[src/rtl/rtu_pkg.sv]
`timescale 1ns / 1ps
`default_nettype none
// ---------------------------------------------------------------------------
// rtu_pkg
// Shared types and constants for the rank transform unit.
// ---------------------------------------------------------------------------
package rtu_pkg;

  localparam int DEPTH      = 64;
  localparam int VAL_W      = 32;
  localparam int OUT_RANK_W = 6;
  localparam int RANK_W     = (DEPTH > 1) ? $clog2(DEPTH) : 1;
  localparam int CNT_W      = $clog2(DEPTH + 1);
  localparam int CYC_W      = RANK_W;

  typedef enum logic [1:0] {
    PH_LOAD,
    PH_RANK,
    PH_EMIT
  } rtu_phase_t;

  // control broadcast to every cell
  typedef struct packed {
    logic shift;
    logic rotate;
    logic clear;
  } rtu_ctl_t;

  // stored word moving along the chain
  typedef struct packed {
    logic                     vld;
    logic signed [VAL_W-1:0]  val;
    logic        [RANK_W-1:0] rank;
  } rtu_word_t;

  // circulating probe
  typedef struct packed {
    logic                    vld;
    logic signed [VAL_W-1:0] val;
  } rtu_probe_t;

endpackage

`default_nettype wire

[src/rtl/rtu_ctrl.sv]
`timescale 1ns / 1ps
`default_nettype none
// ---------------------------------------------------------------------------
// rtu_ctrl
// Phase sequencer: load, rank rotation and drain of the cell chain.
// ---------------------------------------------------------------------------
module rtu_ctrl (
  input  wire               clk,
  input  wire               rst_n,
  input  wire               in_valid,
  input  wire               in_last_value,
  input  wire               out_stall,
  input  wire               head_vld,
  output rtu_pkg::rtu_ctl_t ctl,
  output logic              tail_vld,
  output logic              in_stall,
  output logic              out_valid,
  output logic              out_last_rank,
  output logic              out_overflow
);
  import rtu_pkg::*;

  rtu_phase_t       phase_r, phase_nxt;
  logic [CNT_W-1:0] count_r, count_nxt;
  logic [CYC_W-1:0] cyc_r, cyc_nxt;
  logic             dropped_r, dropped_nxt;
  logic             in_acc, out_acc, full, store;

  assign full    = (count_r == CNT_W'(DEPTH));
  assign in_acc  = (phase_r == PH_LOAD) && in_valid;
  assign store   = in_acc && !full;
  assign out_acc = out_valid && !out_stall;

  // next state
  always_comb begin
    phase_nxt = phase_r;
    case (phase_r)
      PH_LOAD: if (in_acc && in_last_value) phase_nxt = PH_RANK;
      PH_RANK: if (cyc_r == CYC_W'(DEPTH - 1)) phase_nxt = PH_EMIT;
      PH_EMIT: if (out_acc && count_r == CNT_W'(1)) phase_nxt = PH_LOAD;
      default: phase_nxt = PH_LOAD;
    endcase
  end

  // outputs
  always_comb begin
    in_stall      = 1'b1;
    out_valid     = 1'b0;
    tail_vld      = 1'b0;
    ctl.shift     = 1'b0;
    ctl.rotate    = 1'b0;
    ctl.clear     = 1'b0;
    case (phase_r)
      PH_LOAD: begin
        in_stall  = 1'b0;
        tail_vld  = 1'b1;
        ctl.shift = store;
      end
      PH_RANK: begin
        ctl.rotate = 1'b1;
      end
      PH_EMIT: begin
        out_valid = head_vld;
        // empty head slots are skipped without a word
        ctl.shift = !head_vld || !out_stall;
        ctl.clear = out_acc && (count_r == CNT_W'(1));
      end
      default: begin
        in_stall = 1'b1;
      end
    endcase
  end

  assign out_last_rank = (count_r == CNT_W'(1));
  assign out_overflow  = dropped_r;

  always_comb begin
    count_nxt   = count_r;
    dropped_nxt = dropped_r;
    cyc_nxt     = '0;
    if (store) begin
      count_nxt = count_r + 1'b1;
    end
    if (in_acc && full) begin
      dropped_nxt = 1'b1;
    end
    if (phase_r == PH_RANK) begin
      cyc_nxt = cyc_r + 1'b1;
    end
    if (out_acc) begin
      count_nxt = count_r - 1'b1;
    end
    if (ctl.clear) begin
      dropped_nxt = 1'b0;
    end
  end

  always_ff @(posedge clk) begin
    if (!rst_n) begin
      phase_r   <= PH_LOAD;
      count_r   <= '0;
      cyc_r     <= '0;
      dropped_r <= 1'b0;
    end else begin
      phase_r   <= phase_nxt;
      count_r   <= count_nxt;
      cyc_r     <= cyc_nxt;
      dropped_r <= dropped_nxt;
    end
  end

endmodule

`default_nettype wire

[config.mk]
export PLATFORM = sky130hd
export DESIGN_NAME = rtu_ctrl
export DESIGN_NICKNAME = d
export VERILOG_FILES = /design/src/rtl/rtu_pkg.sv /design/src/rtl/rtu_ctrl.sv
export SDC_FILE = /design/constraint.sdc
export NUM_CORES = 1
export LEC_CHECK = 0
export ABC_AREA = 1
export BUFFER_PORTS_ARGS = -buffer_cell sky130_fd_sc_hd__buf_2
export CAP_MARGIN = 30
export CORE_ASPECT_RATIO = 0.75
export CORE_MARGIN = 10
export CORE_UTILIZATION = 25
export DETAILED_ROUTE_END_ITERATION = 8
export GPL_ROUTABILITY_DRIVEN = 0
export HOLD_SLACK_MARGIN = 0.06
export SYNTH_ARGS = -nofsm -noshare
export SYNTH_HDL_FRONTEND = slang
export SYNTH_SLANG_ARGS = --single-unit
export TNS_END_PERCENT = 10
[constraint.sdc]
create_clock -name clk -period 1.5 [get_ports clk]
set_input_delay 0.45 -clock clk [delete_from_list [all_inputs] [get_ports clk]]
set_output_delay 0.45 -clock clk [all_outputs]
set_load 0.01 [all_outputs]
Word level (Yosys, flattened, before mapping)
Cells that the tools add are included.
Widths: inputs -> output; s select.
{"block": "totals", "reg_bits": 16, "elab_cells": 43}
{"block": "op_classes", "addsub": 3, "eq_ne": 8, "n_mux": 12, "n_bitwise": 1, "n_reduce_logical": 15}
{"cell": "$mux 7", "count": 2}
{"cell": "$add 7x1->7 const B", "count": 1}
{"cell": "$eq 7x1->1 const B", "count": 1}
{"cell": "$eq 7x7->1 const B", "count": 1}
{"cell": "$sub 7x1->7 const B", "count": 1}
{"cell": "$add 6x1->6 const B", "count": 1}
{"cell": "$eq 6x6->1 const B", "count": 1}
{"cell": "$logic_and 1x1->1", "count": 6}
{"cell": "$mux 2", "count": 3}
{"cell": "$pmux 2 s3", "count": 1}
{"cell": "$mux 1", "count": 5}
{"cell": "$ne 2x2->1 const B", "count": 2}
{"cell": "$logic_not 1->1", "count": 3}
{"cell": "$reduce_and 3->1", "count": 1}
{"cell": "$eq 2x1->1 const B", "count": 1}
{"cell": "$eq 2x2->1 const B", "count": 1}
{"cell": "$logic_not 2->1", "count": 1}
{"cell": "$ne 2x1->1 const B", "count": 1}
{"cell": "$pmux 1 s2", "count": 1}
{"cell": "$reduce_and 2->1", "count": 1}
{"cell": "$reduce_bool 2->1", "count": 1}
{"cell": "$reduce_or 2->1", "count": 1}
{"cell": "$logic_or 1x1->1", "count": 1}
{"cell": "$not 1->1", "count": 1}

Depth between registers and ports, before layout
Gate-level depths: netlist (run 1).
{"block": "depth", "word_depth": 6, "depth_mapped": 11, "ltp_nobuf": 11}

Worst setup path after synthesis (run 1)
OpenSTA, ideal clock, no wires.
{"block": "synth_path", "kind": "reg2out", "from": "register count_r[0]", "to": "output port ctl[2] (netlist name)", "arrival_time_ns": 1.056, "t_required_ns": 1.050, "setup_slack_ns": -0.006, "path_stages_with_launch": 8, "n_path_buf": 0, "path_cell_list": "dfxtp_1 inv_1 ha_1 nand2_1 inv_1 nand3_2 nand2_4 nand2_1"}
{"element": "from (decl)", "line": "rtu_ctrl.sv:24", "rtl": "logic [CNT_W-1:0] count_r, count_nxt;"}
{"element": "from (signal assigned)", "line": "rtu_ctrl.sv:106", "rtl": "count_r <= count_nxt;"}
{"element": "to (decl)", "line": "rtu_ctrl.sv:14", "rtl": "output rtu_pkg::rtu_ctl_t ctl,"}

==> impl_metrics.env, run 1 <==
export IMPL_period_needed_ps=1760
export IMPL_dp_hpwl_mm=1.79
export IMPL_overflow=0
export IMPL_yosysSeqAreaShare_pct=32.8
export IMPL_p_comb_share_pct=27.2
export IMPL_clkPwrFrac_pct=33.1
export IMPL_ys_async_sr_fraction_pct=0
export IMPL_synth_edf_count=0
export IMPL_yosysTopAreaCell="dfxtp_1"
export IMPL_use_met1_pct=9.53
export IMPL_drive_gt1_share_pct=35.3
export IMPL_synth_ff_type="dfxtp_1"
export IMPL_hp_class="in2reg"
export IMPL_internal_power_uw=823
export IMPL_routed_wl_mm=2.42
export IMPL_synth_most_common_cell="nand2_1"
export IMPL_worstSetupStartpoint="count_r[1]"
export IMPL_syn_avg_cell_area_um2=6.68
export IMPL_rows=19
export IMPL_r2r_start="count_r[1]"
export IMPL_place_inst=227
export IMPL_numClockSinks=16
export IMPL_rsz0062_at_grt="yes"
export IMPL_clk_insertion_delay_late_ps=250
export IMPL_ios=14
export IMPL_ir_worst_vdd_uv=523
export IMPL_p_leak_uw=0.000670
export IMPL_syn2layout_area_growth_pct=43.5
export IMPL_num_vias=973
export IMPL_hold_viol=0
export IMPL_drt_iter0_markers=75
export IMPL_grt_usage_pct=7.50
export IMPL_seqPwrFrac_pct=39.8
export IMPL_worst_pin_slew_ps=268
export IMPL_coreArea_um2=3710
export IMPL_hp_start="in_last_value"
export IMPL_synthTopCellsByCount="nand2_1, nor2_1, inv_1"
export IMPL_clk_pin_slew_ps=60
export IMPL_first_pass_iters=4
export IMPL_final_setup_viol_count=4
export IMPL_synthCells=146
export IMPL_synth_area_top_cells="dfxtp_1, nand2_1, nor2_1"
export IMPL_yosysWarnings=0
export IMPL_htree_levels=1
export IMPL_slew_violations=0
export IMPL_grt_pass1_wl_mm=4.24
export IMPL_cp_end_kind="output pin"
export IMPL_layout_cells_non_filler=239
export IMPL_cts_tree="yes"
export IMPL_finalPower_uw=1160
export IMPL_critical_path_class="reg2out"
export IMPL_start_util_pct=26.3
export IMPL_switching_share_pct=28.8
export IMPL_fillers=400
export IMPL_max_freq_ghz=0.567
export IMPL_antenna_found_initial=0
export IMPL_p_sw_uw=332
export IMPL_wl_per_cell_um=10.1
export IMPL_fin_skew_ps=1.30
export IMPL_port_buffers=13
export IMPL_setup_ws_ps=-264
export IMPL_grt_busiest_layer="met2"
export IMPL_diodes=0
export IMPL_grt_util_met2_pct=11.6
export IMPL_synth_nets=156
export IMPL_relSlewSlack_pct=82.1
export IMPL_use_met3_pct=3.82
export IMPL_grt_max_degree=11
export IMPL_crit_required_ps=1050
export IMPL_crit_arrival_ps=1310
export IMPL_fin_nets=198
export IMPL_violations="setup timing"
export IMPL_dieHeight_um=74.1
export IMPL_cts_buffers_inserted=3
export IMPL_fp_dieArea_um2=6830
export IMPL_synth_top_cell_area_share_pct=32.8
export IMPL_viasPerCell=4.07
export IMPL_fp_dieW_um=92.1
export IMPL_fin_crit_sh_pct=118
export IMPL_path_max_fanout=3
export IMPL_synth_cell_type_count=26
export IMPL_outcome="finished, violations left"
export IMPL_power_density_nw_per_um2=826
export IMPL_grt_pass1_vias=951
export IMPL_clockRootBuffer="clkbuf_8"
export IMPL_clockBufferDepth=2
export IMPL_start_kind="flip-flop"
export IMPL_drcViolationCount=0
export IMPL_synth_seq_cells=16
export IMPL_maxCapViolCount=0
export IMPL_postRouteAntennaNets=0
export IMPL_netlist_area_um2=976
## placed cells by master (no fill, tap or decap), drive strengths merged
cell type	n
nand3	9
inv	21
nand4	3
xor2	1
a21oi	8
nand2	43
nor3b	2
o21ai	6
clkbuf	4
buf	38
dfxtp	16
xnor2	1
ha	4
nor3	1
nor2	30
## power by group through the flow
stage	clock, uW	combinational, uW	sequential (uW)
3_5_place_dp	0	269	465
4_1_cts	399	295	458
2_1_floorplan	0	155	467
3_3_place_gp	0	268	464
6_report	382	314	460
5_1_grt	411	353	462
## state kept, by name (all words and copies together) (netlist names)
| signal | flops |
|---|---|
| phase_r | 2 |
| count_r | 7 |
| cyc_r | 6 |
| out_overflow | 1 |
## timing repair
item,CTS,global route
cloned,0,0
setup buffers,7,1
endpoints found under the hold margin,0,0
resized for setup,8,8
endpoints found under the setup margin,3,11
pin swaps,2,3
hold buffers,0,0
## cell type report
type / instances / area, um2 / share of cell area (%)
Timing Repair Buffer: 38 / 263 / 18.8
Sequential cell: 16 / 325 / 23.2
Clock buffer: 4 / 55.1 / 3.93
Inverter: 21 / 81.3 / 5.81
Multi-Input combinational cell: 108 / 611 / 43.6
Tap cell: 52 / 65.1 / 4.65
## cell families (layout without fill, tap and decap cells)
| group | after synthesis | in the layout | synth area share, % |
|---|---|---|---|
| compound gates | 14 | 14 | 7.56 |
| buf+inv | 22 | 63 | 8.72 |
| simple gates | 88 | 88 | 44.0 |
| flops | 16 | 16 | 32.8 |
| xor+xnor | 2 | 2 | 1.80 |
| fa+ha+maj | 4 | 4 | 5.13 |
## worst max-delay path: stages (launching register included)
cell and delay [ps]:
dfxtp_2 320, inv_2 80, ha_4 140, nand2_4 50, nor3b_4 180, nand2_1 90
inv_1 70, buf_2 130
## per-layer routing
metal  vias up  wire length, um
met1       410             1290
met2        18              927
met4         0                4
li1        543                -
met5         -                0
met3         2              201
## worst paths after layout
kind             endpoint  slack [ps]  cells after the start
max                ctl[0]        -260                      7
min reg2reg      cyc_r[0]         470                      1
min            phase_r[0]         460                      3
max reg2reg  out_overflow        -170                     13
## metrics by stage
step	util (%)	setup TNS, ps	setup WS [ps]	hold WS [ps]	area [um2]
final	37.8	-900	-264	457	1400
after global routing	37.8	-1360	-370	483	1400
after CTS	36.8	-924	-289	450	1370
after detailed placement	33.2	-45.0	-45.0	452	1230
after global placement	33.2	0	5.90	443	1230
after floorplan	-	-2.37	-2.37	430	977
Note: power is estimated with default switching activity, not from simulation.
==> inputs of run 2 (changes only) <==
- BUFFER_PORTS_ARGS: -buffer_cell sky130_fd_sc_hd__buf_2 -> default
- CORE_UTILIZATION: 25 -> 45
- DONT_BUFFER_PORTS: default -> 1
==> run 2 against run 1 <==
The flow still finishes with violations (setup timing). Clock skew is 6.4 ps higher. Hold slack worse by 190 ps. Clock power down 23%. Critical path depth decreased by 1. Non-clock buffer count is 19 lower. Die area fell by 35%. Power is 11% lower.
==> impl_metrics.env, run 2 (same netlist as run 1, synthesis figures left out) <==
export IMPL_wl_met2_mm=1.02
export IMPL_rsz0062_at_grt="yes"
export IMPL_num_vias=960
export IMPL_ir_worst_vdd_uv=675
export IMPL_fin_nets=179
export IMPL_ios=14
export IMPL_fin_crit_sh_pct=118
export IMPL_start_kind="flip-flop"
export IMPL_clockBufferDepth=2
export IMPL_cp_slowest_cell="dfxtp_2"
export IMPL_viasPerCell=5.00
export IMPL_htree_levels=1
export IMPL_power_density_nw_per_um2=823
export IMPL_clk_pin_slew_ps=100
export IMPL_crit_required_ps=1050
export IMPL_drcViolationCount=0
export IMPL_violations="setup timing"
export IMPL_drt_iter0_markers=49
export IMPL_wl_met1_mm=1.03
export IMPL_postCtsHoldBufs=0
export IMPL_p_leak_uw=0.000567
export IMPL_first_pass_iters=4
export IMPL_outcome="finished, violations left"
export IMPL_max_stage_delay_ps=340
export IMPL_highest_layer="met4"
export IMPL_setup_ws_ps=-270
export IMPL_rows=14
export IMPL_port_buffers=0
export IMPL_grt_usage_pct=10.4
export IMPL_reg_top3="count_r x7, cyc_r x6, phase_r x2"
export IMPL_cp_end_kind="output pin"
export IMPL_wl_per_cell_um=11.8
export IMPL_fin_skew_ps=7.66
export IMPL_drive_gt1_share_pct=32.1
export IMPL_max_freq_ghz=0.565
export IMPL_clockRootBuffer="clkbuf_4"
export IMPL_relSlewSlack_pct=83.9
export IMPL_fp_dieArea_um2=4450
export IMPL_diodes=0
export IMPL_start_util_pct=48.0
export IMPL_postRouteAntennaNets=0
export IMPL_numClockSinks=16
export IMPL_final_setup_viol_count=4
export IMPL_overflow=0
export IMPL_crit_arrival_ps=1320
export IMPL_worst_pin_slew_ps=242
export IMPL_largest_reg_flops=7
export IMPL_routed_wl_mm=2.26
export IMPL_layout_common_cells="nand2_1, nor2_1, buf_4"
export IMPL_maxCapViolCount=0
export IMPL_cts_buffers_inserted=3
export IMPL_clk_insertion_delay_late_ps=300
export IMPL_cp_common_cell="inv_2"
export IMPL_hold_viol=0
export IMPL_cts_tree="yes"
export IMPL_wl_met3_um=197
export IMPL_coreArea_um2=2030
export IMPL_critical_path_class="reg2out"
export IMPL_layout_commonest_cell="nand2_1"
export IMPL_tns_ps=-1010
export IMPL_hp_class="in2reg"
export IMPL_grt_pass1_wl_mm=3.71
export IMPL_regMostFlops="count_r"
export IMPL_path_max_fanout=3
export IMPL_dp_hpwl_mm=1.67
export IMPL_finalPower_uw=1030
export IMPL_slew_violations=0
export IMPL_path_cells="inv_2 > ha_4 > nand2_4 > nor3b_4 > nand2_2 > inv_2"
export IMPL_grt_pass1_vias=850
export IMPL_syn2layout_area_growth_pct=28.1
export IMPL_antenna_found_initial=0
export IMPL_fp_dieW_um=73.8
export IMPL_dieHeight_um=60.3
export IMPL_grt_max_degree=11
export IMPL_period_needed_ps=1770
## run 2: what timing repair did
action,CTS,global route
pin swaps,3,4
gates resized for setup,11,10
setup buffers,9,0
cloned,0,0
endpoints found under the setup margin,3,13
## run 2: metrics by stage
step	instances	setup WS, ps	hold WS (ps)	cell area, um2	util [%]
5_1_grt	192	-329	255	1250	61.5
4_1_cts	192	-276	254	1220	60.1
6_report	192	-270	265	1250	61.5
3_5_place_dp	179	-3.05	456	1080	53.1
3_3_place_gp	179	48.7	445	1080	53.1
2_1_floorplan	146	-2.37	430	977	-
## run 2: power breakdown
part	total (uW)	internal, uW	switching (uW)
clock network	295	148	147
logic	271	114	156
registers	463	444	18.9
total	1030	706	322
## run 2: worst max-delay path: cells and delay by family, from the launching register on
family | cells | cell delay, ps
adder cells (fa/ha/maj) | 1 | 140
flip-flops | 1 | 340
AND/OR/NAND/NOR | 3 | 370
buffers and inverters | 2 | 170
## run 2: worst paths after layout
kind | startpoint | to | slack [ps] | cells past startpoint
max | count_r[1] | ctl[0] | -270 | 6
min reg2reg | cyc_r[0] | cyc_r[0] | 470 | 1
max reg2reg | count_r[1] | phase_r[1] | -240 | 12
min | rst_n | count_r[3] | 270 | 2
## run 2: cell type report
cell class                      instances  area, um2
Fill cell                             185        782
Clock buffer                            4       36.3
Timing Repair Buffer                   19        146
Multi-Input combinational cell        108        628
Inverter                               21       81.3
Sequential cell                        16        328
Tap cell                               24       30.0
## run 2: per-layer routing
metal	GRT usage (%)	up-vias
li1	-	499
met1	12.5	433
met2	16.9	24
met3	5.06	4
met4	1.59	0
met5	0	-
