### config.mk
export PLATFORM = sky130hd
export DESIGN_NAME = rtu_cell
export DESIGN_NICKNAME = d
export VERILOG_FILES = /design/src/rtl/rtu_pkg.sv /design/src/rtl/rtu_cell.sv
export SDC_FILE = /design/constraint.sdc
export NUM_CORES = 1
export LEC_CHECK = 0
export BUFFER_PORTS_ARGS = -buffer_cell sky130_fd_sc_hd__buf_4
export CORE_AREA = 2 2 89 91
export DETAILED_ROUTE_END_ITERATION = 10
export DIE_AREA = 0 0 91 93
export PLACE_DENSITY = 0.79
export SYNTH_ARGS = -nofsm -noshare
export SYNTH_HDL_FRONTEND = slang
export SYNTH_SLANG_ARGS = --single-unit
### constraint.sdc
create_clock -name clk -period 3 [get_ports clk]
set_input_delay 0.45 -clock clk [delete_from_list [all_inputs] [get_ports clk]]
set_output_delay 0.45 -clock clk [all_outputs]
set_load 0.01 [all_outputs]
### src/rtl/rtu_pkg.sv
`timescale 1ns / 1ps
`default_nettype none
// ---------------------------------------------------------------------------
// rtu_pkg
// Shared types and constants for the rank transform unit.
// ---------------------------------------------------------------------------
package rtu_pkg;

  localparam int DEPTH      = 64;
  localparam int VAL_W      = 32;
  localparam int OUT_RANK_W = 6;
  localparam int RANK_W     = (DEPTH > 1) ? $clog2(DEPTH) : 1;
  localparam int CNT_W      = $clog2(DEPTH + 1);
  localparam int CYC_W      = RANK_W;

  typedef enum logic [1:0] {
    PH_LOAD,
    PH_RANK,
    PH_EMIT
  } rtu_phase_t;

  // control broadcast to every cell
  typedef struct packed {
    logic shift;
    logic rotate;
    logic clear;
  } rtu_ctl_t;

  // stored word moving along the chain
  typedef struct packed {
    logic                     vld;
    logic signed [VAL_W-1:0]  val;
    logic        [RANK_W-1:0] rank;
  } rtu_word_t;

  // circulating probe
  typedef struct packed {
    logic                    vld;
    logic signed [VAL_W-1:0] val;
  } rtu_probe_t;

endpackage

`default_nettype wire

### src/rtl/rtu_cell.sv
`timescale 1ns / 1ps
`default_nettype none
// ---------------------------------------------------------------------------
// rtu_cell
// One chain cell: holds a stored word and its rank count, and compares the
// probe passing through against its own value once per rotation step.
// ---------------------------------------------------------------------------
module rtu_cell (
  input  wire                 clk,
  input  wire                 rst_n,
  input  rtu_pkg::rtu_ctl_t   ctl,
  input  rtu_pkg::rtu_word_t  word_in,
  output rtu_pkg::rtu_word_t  word_out,
  input  rtu_pkg::rtu_probe_t probe_in,
  output rtu_pkg::rtu_probe_t probe_out
);
  import rtu_pkg::*;

  logic                    vld_r;
  logic signed [VAL_W-1:0] val_r;
  logic [RANK_W-1:0]       rank_r;
  logic                    pvld_r;
  logic signed [VAL_W-1:0] pval_r;
  logic                    hit;

  assign hit = pvld_r && vld_r && (pval_r < val_r);

  always_ff @(posedge clk) begin
    if (!rst_n) begin
      vld_r  <= 1'b0;
      pvld_r <= 1'b0;
    end else if (ctl.clear) begin
      vld_r  <= 1'b0;
      pvld_r <= 1'b0;
    end else if (ctl.shift) begin
      vld_r  <= word_in.vld;
      pvld_r <= word_in.vld;
    end else if (ctl.rotate) begin
      pvld_r <= probe_in.vld;
    end
  end

  always_ff @(posedge clk) begin
    if (ctl.shift) begin
      val_r  <= word_in.val;
      rank_r <= word_in.rank;
      pval_r <= word_in.val;
    end else if (ctl.rotate) begin
      pval_r <= probe_in.val;
      if (hit) begin
        rank_r <= rank_r + 1'b1;
      end
    end
  end

  assign word_out.vld  = vld_r;
  assign word_out.val  = val_r;
  assign word_out.rank = rank_r;
  assign probe_out.vld = pvld_r;
  assign probe_out.val = pval_r;

endmodule

`default_nettype wire

After elaboration in Yosys (flattened, before gate mapping)
Index checks and enable logic that the tools add are counted.

Flip-flop bits (word level): 72. Bits of input ports: 77. Logic and storage cells: 21.

$add $sub $neg: 1. Magnitude comparators: 1. Mux-type cells: 7. Bitwise logic cells: 1. Reductions and logical operators: 6.

Operators by type and width (number): 32-bit two-way mux (2); 32-bit less-than comparator (1); 6-bit two-way mux (3); 6-bit by 1-bit adder with 6-bit output, second input constant (1); 2-bit nonzero test (2); 1-bit logical AND (2); 1-bit two-way mux (2); 2-bit AND reduction (1); 2-bit OR reduction (1); 1-bit inverter (1).

Depth between registers and ports, before layout
Gate-level depths: netlist of the first run.

Depth in word-level cells: 5. Mapped depth: 8. Depth with buffers taken out: 8.

Worst setup path before layout of the first run
No wires, ideal clock.

Path type: reg2reg. Start: register pval_r[31]. End: register rank_r[0] (enable). Setup time: 367 ps. Arrival time: 1975 ps. Slack: 657 ps. Cell stages (with the launch flop): 7. Buffers on the path: 0. Path through: edfxtp_1 > ha_1 > nand4_1 > nor4_2 > nand3_1 > o21ai_1 > mux2i_1.

Cells in the longest elaborated chain, start to end: 4.

Ends and longest elaborated chain: start: declaration (line rtu_cell.sv:23) `logic signed [VAL_W-1:0] pval_r;`; start signal: assignment (line rtu_cell.sv:47) `pval_r <= word_in.val;`; start signal: assignment (line rtu_cell.sv:49) `pval_r <= probe_in.val;`; 32-bit less-than comparator (line rtu_cell.sv:26) `assign hit = pvld_r && vld_r && (pval_r < val_r);`; 1-bit logical AND (line rtu_cell.sv:26); 2-bit nonzero test (no source line); 2-bit AND reduction (no source line); end signal: assignment (line rtu_cell.sv:46) `rank_r <= word_in.rank;`; end signal: assignment (line rtu_cell.sv:51) `rank_r <= rank_r + 1'b1;`; end: declaration (line rtu_cell.sv:21) `logic [RANK_W-1:0] rank_r;`.

No other way between the ends. A chain may end at the register's enable or synchronous reset.

Worst setup path in the final report of the first run
Start: register pval_r[31]. End: register rank_r[2] (enable).

The elaborated chain is that of the path after synthesis.

==> results of run 1 <==
[area by class of cell]
type	instances	area, um^2	share of cell area
Inverter	32	120	0.0243
Timing Repair Buffer	150	1130	0.228
Sequential cell	72	2140	0.433
Multi-Input combinational cell	140	1220	0.247
Clock inverter	6	83.8	0.0169
Clock buffer	10	128	0.0258
Tap cell	102	128	0.0258
[power by group]
group	leakage [nW]	internal [mW]	switching [mW]
clock	0.0999	0.464	0.342
sequential	0.715	1.22	0.0585
combinational	1.43	0.294	0.246
total	2.25	1.98	0.646
[registers in the layout (all words and copies together), names as in the netlist]
register  cells
pval_r       32
rank_r        6
pvld_r        1
vld_r         1
val_r        32
[stage by stage]
| stage | area [um^2] | hold WS [ps] | instances |
|---|---|---|---|
| after floorplan | 3520 | 514 | 251 |
| after global placement | 4740 | 534 | 496 |
| after detailed placement | 4740 | 551 | 496 |
| after CTS | 4950 | 262 | 512 |
| after global routing | 4950 | 257 | 512 |
| final | 4950 | 277 | 512 |
[critical path, cell delays in order (launching register included)]
cell      delay, ps
edfxtp_1        400
ha_1            330
nand4_1         240
nor4_2          410
nand3_1         110
o21ai_1         180
mux2i_1         570
[cell families (layout without fill, tap and decap cells)]
| kind of cell | after synthesis | count (layout) | share of synthesized area |
|---|---|---|---|
| xor gates and xnor gates | 4 | 4 | 0.00996 |
| and+or+nand+nor | 37 | 37 | 0.0534 |
| muxes | 36 | 36 | 0.114 |
| buffers and inverters | 39 | 198 | 0.0441 |
| DFF | 72 | 72 | 0.609 |
| adders and majority gates | 32 | 32 | 0.114 |
| AOI/OAI and AO/OA | 31 | 31 | 0.0555 |
[layout by cell type, fill, tap and decap left out]
cell / netlist / routed
or2_2: 1 / 1
clkinvlp_4: 0 / 2
mux2_2: 33 / 33
a221o_1: 2 / 2
and4_2: 1 / 1
clkinv_2: 0 / 1
nand3_1: 6 / 6
clkinv_1: 0 / 1
nand2b_1: 1 / 1
nand2_1: 11 / 11
a21oi_1: 11 / 11
o31a_1: 1 / 1
nand4_1: 5 / 5
clkbuf_1: 3 / 1
o21ai_0: 8 / 8
nor2_1: 8 / 8
a211oi_2: 1 / 1
clkbuf_8: 0 / 9
buf_4: 2 / 150
dfxtp_1: 2 / 2
nor4_2: 1 / 1
nor3_1: 1 / 1
xor2_1: 2 / 2
bufinv_16: 0 / 2
a21o_1: 5 / 5
nor3b_1: 2 / 2
o21ai_1: 1 / 1
a2111oi_0: 1 / 1
xnor2_1: 2 / 2
ha_1: 32 / 32
edfxtp_1: 70 / 70
a211oi_1: 1 / 1
mux2i_1: 3 / 3
inv_1: 32 / 32
[layer usage]
layer | vias up | global-route usage | wire length [um] | share of wire
li1 | 1231 | - | - | -
met1 | 1155 | 0.208 | 2930 | 0.39
met2 | 107 | 0.323 | 3910 | 0.52
met5 | - | 0 | 0 | 0
met4 | 0 | 0.0795 | 137 | 0.018
met3 | 10 | 0.0629 | 578 | 0.077
[path summary, 6_finish.rpt]
check	startpoint	end	slack (ps)	cells past startpoint
worst max-delay path	pval_r[31]	rank_r[2]	400	6
worst max register to register	pval_r[31]	rank_r[2]	400	6
worst min-delay path	ctl[0]	pvld_r	280	2
worst min register to register	vld_r	vld_r	560	2
==> qor.txt, run 1 <==
DRT antenna net count = 0
vias per cell = 4.89
worst skew pair latency = 330 ps
utilization after layout = 0.657
Antenna diodes = 0
vias in the first global route = 2559
min Tclk post-route = 2600 ps
clk slew on worst S/H paths = 70 ps
share of post-route cells with drive strength above 1 = 0.490
Ports = 149
Overall Power = 2.62 mW
Leak Pwr = 2.25 nW
Commonest cells post-synth = edfxtp_1, mux2_2, ha_1, inv_1
VDD IR max = 0.307 mV
kind of critical path = register to register
count of input and output buffers = 148
drt wl/cell = 14.8 um
Critical Path Start Type = register
cell taking the most area after synthesis = edfxtp_1
setup ws final = 402 ps
vias = 2503
crit-path max FO = 6
H-tree Lvls = 3
Slew Limit Fails = 0
Residual DRC = 0
final WL = 7550 um
Seq/Total Area, Yosys = 0.609
Post-synth EDFFs = 70
Worst-Margin Slew = 853 ps
die area = 0.00846 mm^2
critical path endpoint category = register
post_cts resized = 0
first-pass GRT wire length = 12000 um
core area = 0.00753 mm^2
share of the synthesized area in the top cell type = 0.598
Fin Setup TNS = 0 ps
First-pass DRT Iterations = 4
YS warnings = 0
Hold Vio Cnt, Final = 0
period utilization = 0.866
RSZ-0062 raised after global routing = no
gr usage total = 0.186
clk sinks = 72
area grow syn2layout = 40.7%
syn_nets = 360
CTS tree = done
Hold WC Path Type = input port to register
crit path DAT = 2570 ps
Slew HR = 0.431
Top FF cell, synth = edfxtp_1
Initial Utilization = 0.467
hold buffers post-CTS = 0
row cnt = 32
Longest Clk Path Bufs = 2
initial antenna violation count = 0
DRT iter0 DRCs = 56
count leader, synth = edfxtp_1
#FFs+latches synth = 72
FILL cells = 575
Clock Skews = 4.61 ps
Post-Syn Instances = 251
DP HPWL = 5900 um
root buffer cell = clkbuf_8
RePlAce Congestion = 0.815
Die H = 93 um
Cell variety after synth = 31
TritonCTS Buffers = 9
status = completed
DP Worst Slack = 357 ps
count of final setup violators = 0
Overflow after GRT = 0
ranking of synthesized cells by area = edfxtp_1, ha_1, mux2_2
Die Wd = 91 um
mapped cell area = 0.00352 mm^2
average size of a mapped cell = 14.0 um^2
Final #Nets = 514
f_max = 385 MHz
largest net degree at the start of global routing = 42
Pwr per Cell Area = 530 mW/mm^2
async set or reset register ratio after synthesis = 0
Max Cap Viol = 0
Setup Buffers After CTS = 0
Crit path required time = 2970 ps
No activity file was read; power rests on OpenSTA's default activity.
==> run 2, diff against run 1 <==
--- a/config.mk
+++ b/config.mk
@@ -6,10 +6,11 @@
 export NUM_CORES = 1
 export LEC_CHECK = 0
 export BUFFER_PORTS_ARGS = -buffer_cell sky130_fd_sc_hd__buf_4
-export CORE_AREA = 2 2 89 91
+export CORE_AREA = 2 2 94 96
 export DETAILED_ROUTE_END_ITERATION = 10
-export DIE_AREA = 0 0 91 93
-export PLACE_DENSITY = 0.79
+export DIE_AREA = 0 0 96 98
+export PLACE_DENSITY = 0.74
+export REMOVE_ABC_BUFFERS = 1
 export SYNTH_ARGS = -nofsm -noshare
 export SYNTH_HDL_FRONTEND = slang
 export SYNTH_SLANG_ARGS = --single-unit
==> constraint.sdc (replaced) <==
create_clock -name clk -period 2.1 [get_ports clk]
set_input_delay 0.315 -clock clk [delete_from_list [all_inputs] [get_ports clk]]
set_output_delay 0.315 -clock clk [all_outputs]
set_load 0.01 [all_outputs]
==> qor.txt, run 2 (synthesis gave the netlist of run 1 again) <==
row cnt = 34
worst skew pair latency = 340 ps
gr usage total = 0.176
Max Cap Viol = 0
die area = 0.00941 mm^2
Slew Limit Fails = 0
RSZ-0062 raised after global routing = yes
vias per cell = 4.70
Largest regs = pval_r: 32 flops, val_r: 32 flops, rank_r: 6 flops
DRT antenna net count = 0
count of final setup violators = 6
GRT met1 Usage = 0.217
root buffer cell = clkbuf_8
CTS tree = done
R2R depth = 8
commonest non-fill, non-tap cell in the layout = buf_4
Overflow after GRT = 0
Hold Crit Endpoint = pvld_r
Clock Skews = 10.1 ps
FILL cells = 675
Initial Utilization = 0.415
Pwr per Cell Area = 688 mW/mm^2
Antenna diodes = 0
worst min-delay path startpoint = ctl[0]
Die Wd = 96 um
global route hottest layer = met2
f_max = 441 MHz
Min Hold Slack = 152 ps
setup ws final = -167 ps
Hold WC Path Type = input port to register
Die H = 98 um
VDD IR max = 0.437 mV
Fin Setup TNS = -992 ps
area grow syn2layout = 51.9%
core area = 0.00847 mm^2
crit-path max FO = 6
DP Worst Slack = -239 ps
critical path endpoint category = register
worst r2r dst = rank_r[0]
initial antenna violation count = 0
Critical Path Start Type = register
first-pass GRT wire length = 12800 um
First-pass DRT Iterations = 6
final WL = 8180 um
Longest Clk Path Bufs = 2
cell family with most CP delay = compound AO/OA/AOI/OAI gates
Residual DRC = 0
M2 GR Usage = 0.291
worst reg2reg path startpoint = pval_r[23]
Final #Nets = 562
share of post-route cells with drive strength above 1 = 0.557
utilization after layout = 0.631
Worst-Margin Slew = 902 ps
count of input and output buffers = 148
crit path DAT = 2320 ps
CP max stage cell = edfxtp_1
Leak Pwr = 2.47 nW
largest net degree at the start of global routing = 81
hold path cells = 2
kind of critical path = register to register
Ports = 149
most frequent cells in the layout = buf_4, edfxtp_1, mux2_2
Crit path required time = 2150 ps
vias = 2662
critical-path cell list = ha_4 -> a21oi_1 -> o21ai_0 -> a221o_1 -> a211oi_2 -> o21ai_2 -> mux2i_1 -> buf_4
DP HPWL = 6090 um
min Tclk post-route = 2270 ps
clk slew on worst S/H paths = 70 ps
hold buffers post-CTS = 0
clk sinks = 72
vias in the first global route = 2708
TritonCTS Buffers = 9
RePlAce Congestion = 0.748
Overall Power = 3.67 mW
status = complete, but fails checks
Hold Vio Cnt, Final = 0
failing checks = negative setup slack
H-tree Lvls = 3
Worst Path Buf+Inv = 1
r2r setup slk = -170 ps
met3 Track Usage GR = 0.0424
drt wl/cell = 14.4 um
Slew HR = 0.399
DRT iter0 DRCs = 92
period utilization = 1.08
CP max stage delay = 450 ps
==> run 2: cell types whose count changed in the layout (fill, tap and decap cells not counted), sizes merged <==
cell      before  now
clkinv         2    6
bufinv         2    0
clkinvlp       2    0
buf          150  198
==> run 2: metrics by stage <==
| stage | instances | cell area [um^2] |
|---|---|---|
| floorplan | 244 | 3480 |
| global placement | 544 | 5070 |
| detailed placement | 544 | 5070 |
| CTS | 564 | 5290 |
| global route | 566 | 5340 |
| finish | 566 | 5340 |
==> run 2: timing repair <==
| action | 4_1_cts | 5_1_grt |
|---|---|---|
| pin swaps | 5 | 3 |
| gates resized for setup | 6 | 4 |
| setup endpoints to repair | 6 | 6 |
| cloned | 0 | 0 |
| buffers inserted | 4 | 2 |
==> run 2: layout make-up <==
| class | count | area (um^2) | share of cell area |
|---|---|---|---|
| Tap cell | 108 | 135 | 0.0253 |
| Clock buffer | 10 | 128 | 0.0239 |
| Inverter | 32 | 120 | 0.0225 |
| Timing Repair Buffer | 198 | 1500 | 0.281 |
| Clock inverter | 6 | 26.3 | 0.00492 |
| Multi-Input combinational cell | 140 | 1290 | 0.242 |
| Sequential cell | 72 | 2140 | 0.401 |
==> run 2: how the worst max path moves through the flow <==
stage,start,endpoint,slack [ps],depth (start not counted)
2_1_floorplan,pval_r[31],rank_r[0],-240,6
3_3_place_gp,pval_r[31],rank_r[0],-120,8
3_5_place_dp,pval_r[31],rank_r[4],-240,8
4_1_cts,pval_r[23],rank_r[0],-200,8
5_1_grt,pval_r[27],rank_r[0],-270,7
6_report,pval_r[23],rank_r[0],-170,8
==> run 2: report_power, final <==
part           switching, mW  internal (mW)
sequential            0.0878           1.74
combinational          0.387          0.547
clock                  0.497          0.411
total                  0.971           2.70
==> run 2: per-layer routing <==
metal  vias to the layer above  wire [um]
li1                       1324          -
met1                      1215       3340
met3                        21        488
met4                         0        236
met2                       102       4110
met5                         -          0
==> run 3, diff against run 2 <==
--- a/config.mk
+++ b/config.mk
@@ -6,10 +6,10 @@
 export NUM_CORES = 1
 export LEC_CHECK = 0
 export BUFFER_PORTS_ARGS = -buffer_cell sky130_fd_sc_hd__buf_4
-export CORE_AREA = 2 2 94 96
+export CORE_AREA = 2 2 108 84
 export DETAILED_ROUTE_END_ITERATION = 10
-export DIE_AREA = 0 0 96 98
-export PLACE_DENSITY = 0.74
+export DIE_AREA = 0 0 110 86
+export PLACE_DENSITY_LB_ADDON = 0.3
 export REMOVE_ABC_BUFFERS = 1
 export SYNTH_ARGS = -nofsm -noshare
 export SYNTH_HDL_FRONTEND = slang
==> qor.txt, run 3 (synthesis gave the netlist of run 1 again) <==
status = complete, but fails checks
failing checks = negative setup slack
Critical Path Stages = 7
f_max = 444 MHz
Die H = 86 um
cell family with most CP delay = simple AND/OR/NAND/NOR gates
final WL = 8260 um
setup ws final = -151 ps
core area = 0.00831 mm^2
initial antenna violation count = 0
vias in the first global route = 2683
Setup crit start = pval_r[25]
clk sinks = 72
Largest regs = pval_r: 32 flops, val_r: 32 flops, rank_r: 6 flops
CP max stage delay = 420 ps
CTS tree = done
Initial Utilization = 0.423
largest net degree at the start of global routing = 81
Residual DRC = 0
worst reg2reg path startpoint = pval_r[25]
register area = 0.00214 mm^2
DP Worst Slack = -229 ps
DRT iter0 DRCs = 73
Slew HR = 0.431
vias per cell = 4.70
CP max stage cell = edfxtp_1
area grow syn2layout = 50.4%
Overflow after GRT = 0
first-pass GRT wire length = 12800 um
utilization after layout = 0.637
gr usage total = 0.178
Leak Pwr = 2.45 nW
crit-path max FO = 6
count of final setup violators = 6
Worst-Margin Slew = 854 ps
worst skew pair latency = 340 ps
critical path endpoint category = register
Longest Clk Path Bufs = 2
First-pass DRT Iterations = 4
drt wl/cell = 14.8 um
Pwr per Cell Area = 738 mW/mm^2
Layout Cells excl Fill = 557
FILL cells = 637
clk slew on worst S/H paths = 80 ps
DP HPWL = 6150 um
root buffer cell = clkbuf_8
placed instance count = 529
Ports = 149
worst min-delay path startpoint = ctl[0]
footprint of the multi-input gates = 0.00125 mm^2
Hold WC Path Type = input port to register
min Tclk post-route = 2250 ps
period utilization = 1.07
Clock Skews = 7.46 ps
RSZ-0062 raised after global routing = yes
DRT antenna net count = 0
critical-path cell list = ha_1 -> nand4_1 -> nor4_4 -> nand3_1 -> o21ai_2 -> mux2i_1 -> buf_4
row cnt = 29
Crit path required time = 2150 ps
count of input and output buffers = 148
R2R depth = 7
die area = 0.00946 mm^2
kind of critical path = register to register
Die Wd = 110 um
Max Cap Viol = 0
Final #Nets = 553
H-tree Lvls = 3
RePlAce Congestion = 0.769
VDD IR max = 0.438 mV
commonest non-fill, non-tap cell in the layout = buf_4
Antenna diodes = 0
share of post-route cells with drive strength above 1 = 0.541
hold path cells = 2
vias = 2617
Slew Limit Fails = 0
TritonCTS Buffers = 9
Hold Vio Cnt, Final = 0
crit path DAT = 2300 ps
Worst Path Buf+Inv = 1
Critical Path Start Type = register
most frequent cells in the layout = buf_4, edfxtp_1, mux2_2
==> run 3: cell count changes in the layout (fill, tap and decap cells not counted), sizes merged <==
cell      change
buf           -9
bufinv        +2
clkinv        -4
clkinvlp      +2
==> run 3: final timing paths <==
| path | endpoint | slack (ps) |
|---|---|---|
| max | rank_r[3] | -150 |
| min | vld_r | 140 |
| max reg2reg | rank_r[3] | -150 |
| min reg2reg | vld_r | 560 |
==> run 3: what timing repair did <==
item,CTS,global route
hold buffers,0,0
gates resized for setup,6,0
endpoints found under the setup margin,6,6
gates cloned,0,0
hold endpoints to repair,0,0
setup buffers,10,2
pin swaps,7,2
==> run 3: stage by stage <==
stage / power [mW] / hold slack (ps) / cell area (um^2) / setup TNS [ps]
after global placement: 2.70 / 489 / 4960 / -878
after floorplan: 2.19 / 391 / 3480 / -1460
after CTS: 3.95 / 116 / 5280 / -969
final: 3.91 / 142 / 5290 / -903
after global routing: 4.10 / 132 / 5290 / -1820
after detailed placement: 2.72 / 491 / 4960 / -1370
==> run 3: area by class of cell <==
type | count | area share
inverter | 32 | 0.0227
sequential | 72 | 0.405
clock inverter | 6 | 0.0158
timing repair buffer | 189 | 0.271
multi-input combinational | 140 | 0.236
tap | 108 | 0.0255
clock buffer | 10 | 0.0241
==> run 3: routing by layer <==
metal  track usage  part of all wire  vias to the layer above
li1              -                 -                     1308
met1         0.220              0.43                     1206
met2         0.285              0.47                       95
met3        0.0722             0.089                        8
met4        0.0529             0.011                        0
met5             0                 0                        -
==> run 3: report_power, final <==
group	switching, mW	internal [mW]	total [mW]	leakage, nW
clock network	0.516	0.663	1.18	0.0999
registers	0.0847	1.74	1.83	0.715
logic	0.381	0.518	0.899	1.64
==> run 3: worst register-to-register path, cell delays in order (launching register included) <==
cell      delay (ps)
edfxtp_1         420
ha_1             320
nand4_1          210
nor4_4           350
nand3_1          130
o21ai_2          150
mux2i_1          200
buf_4            180
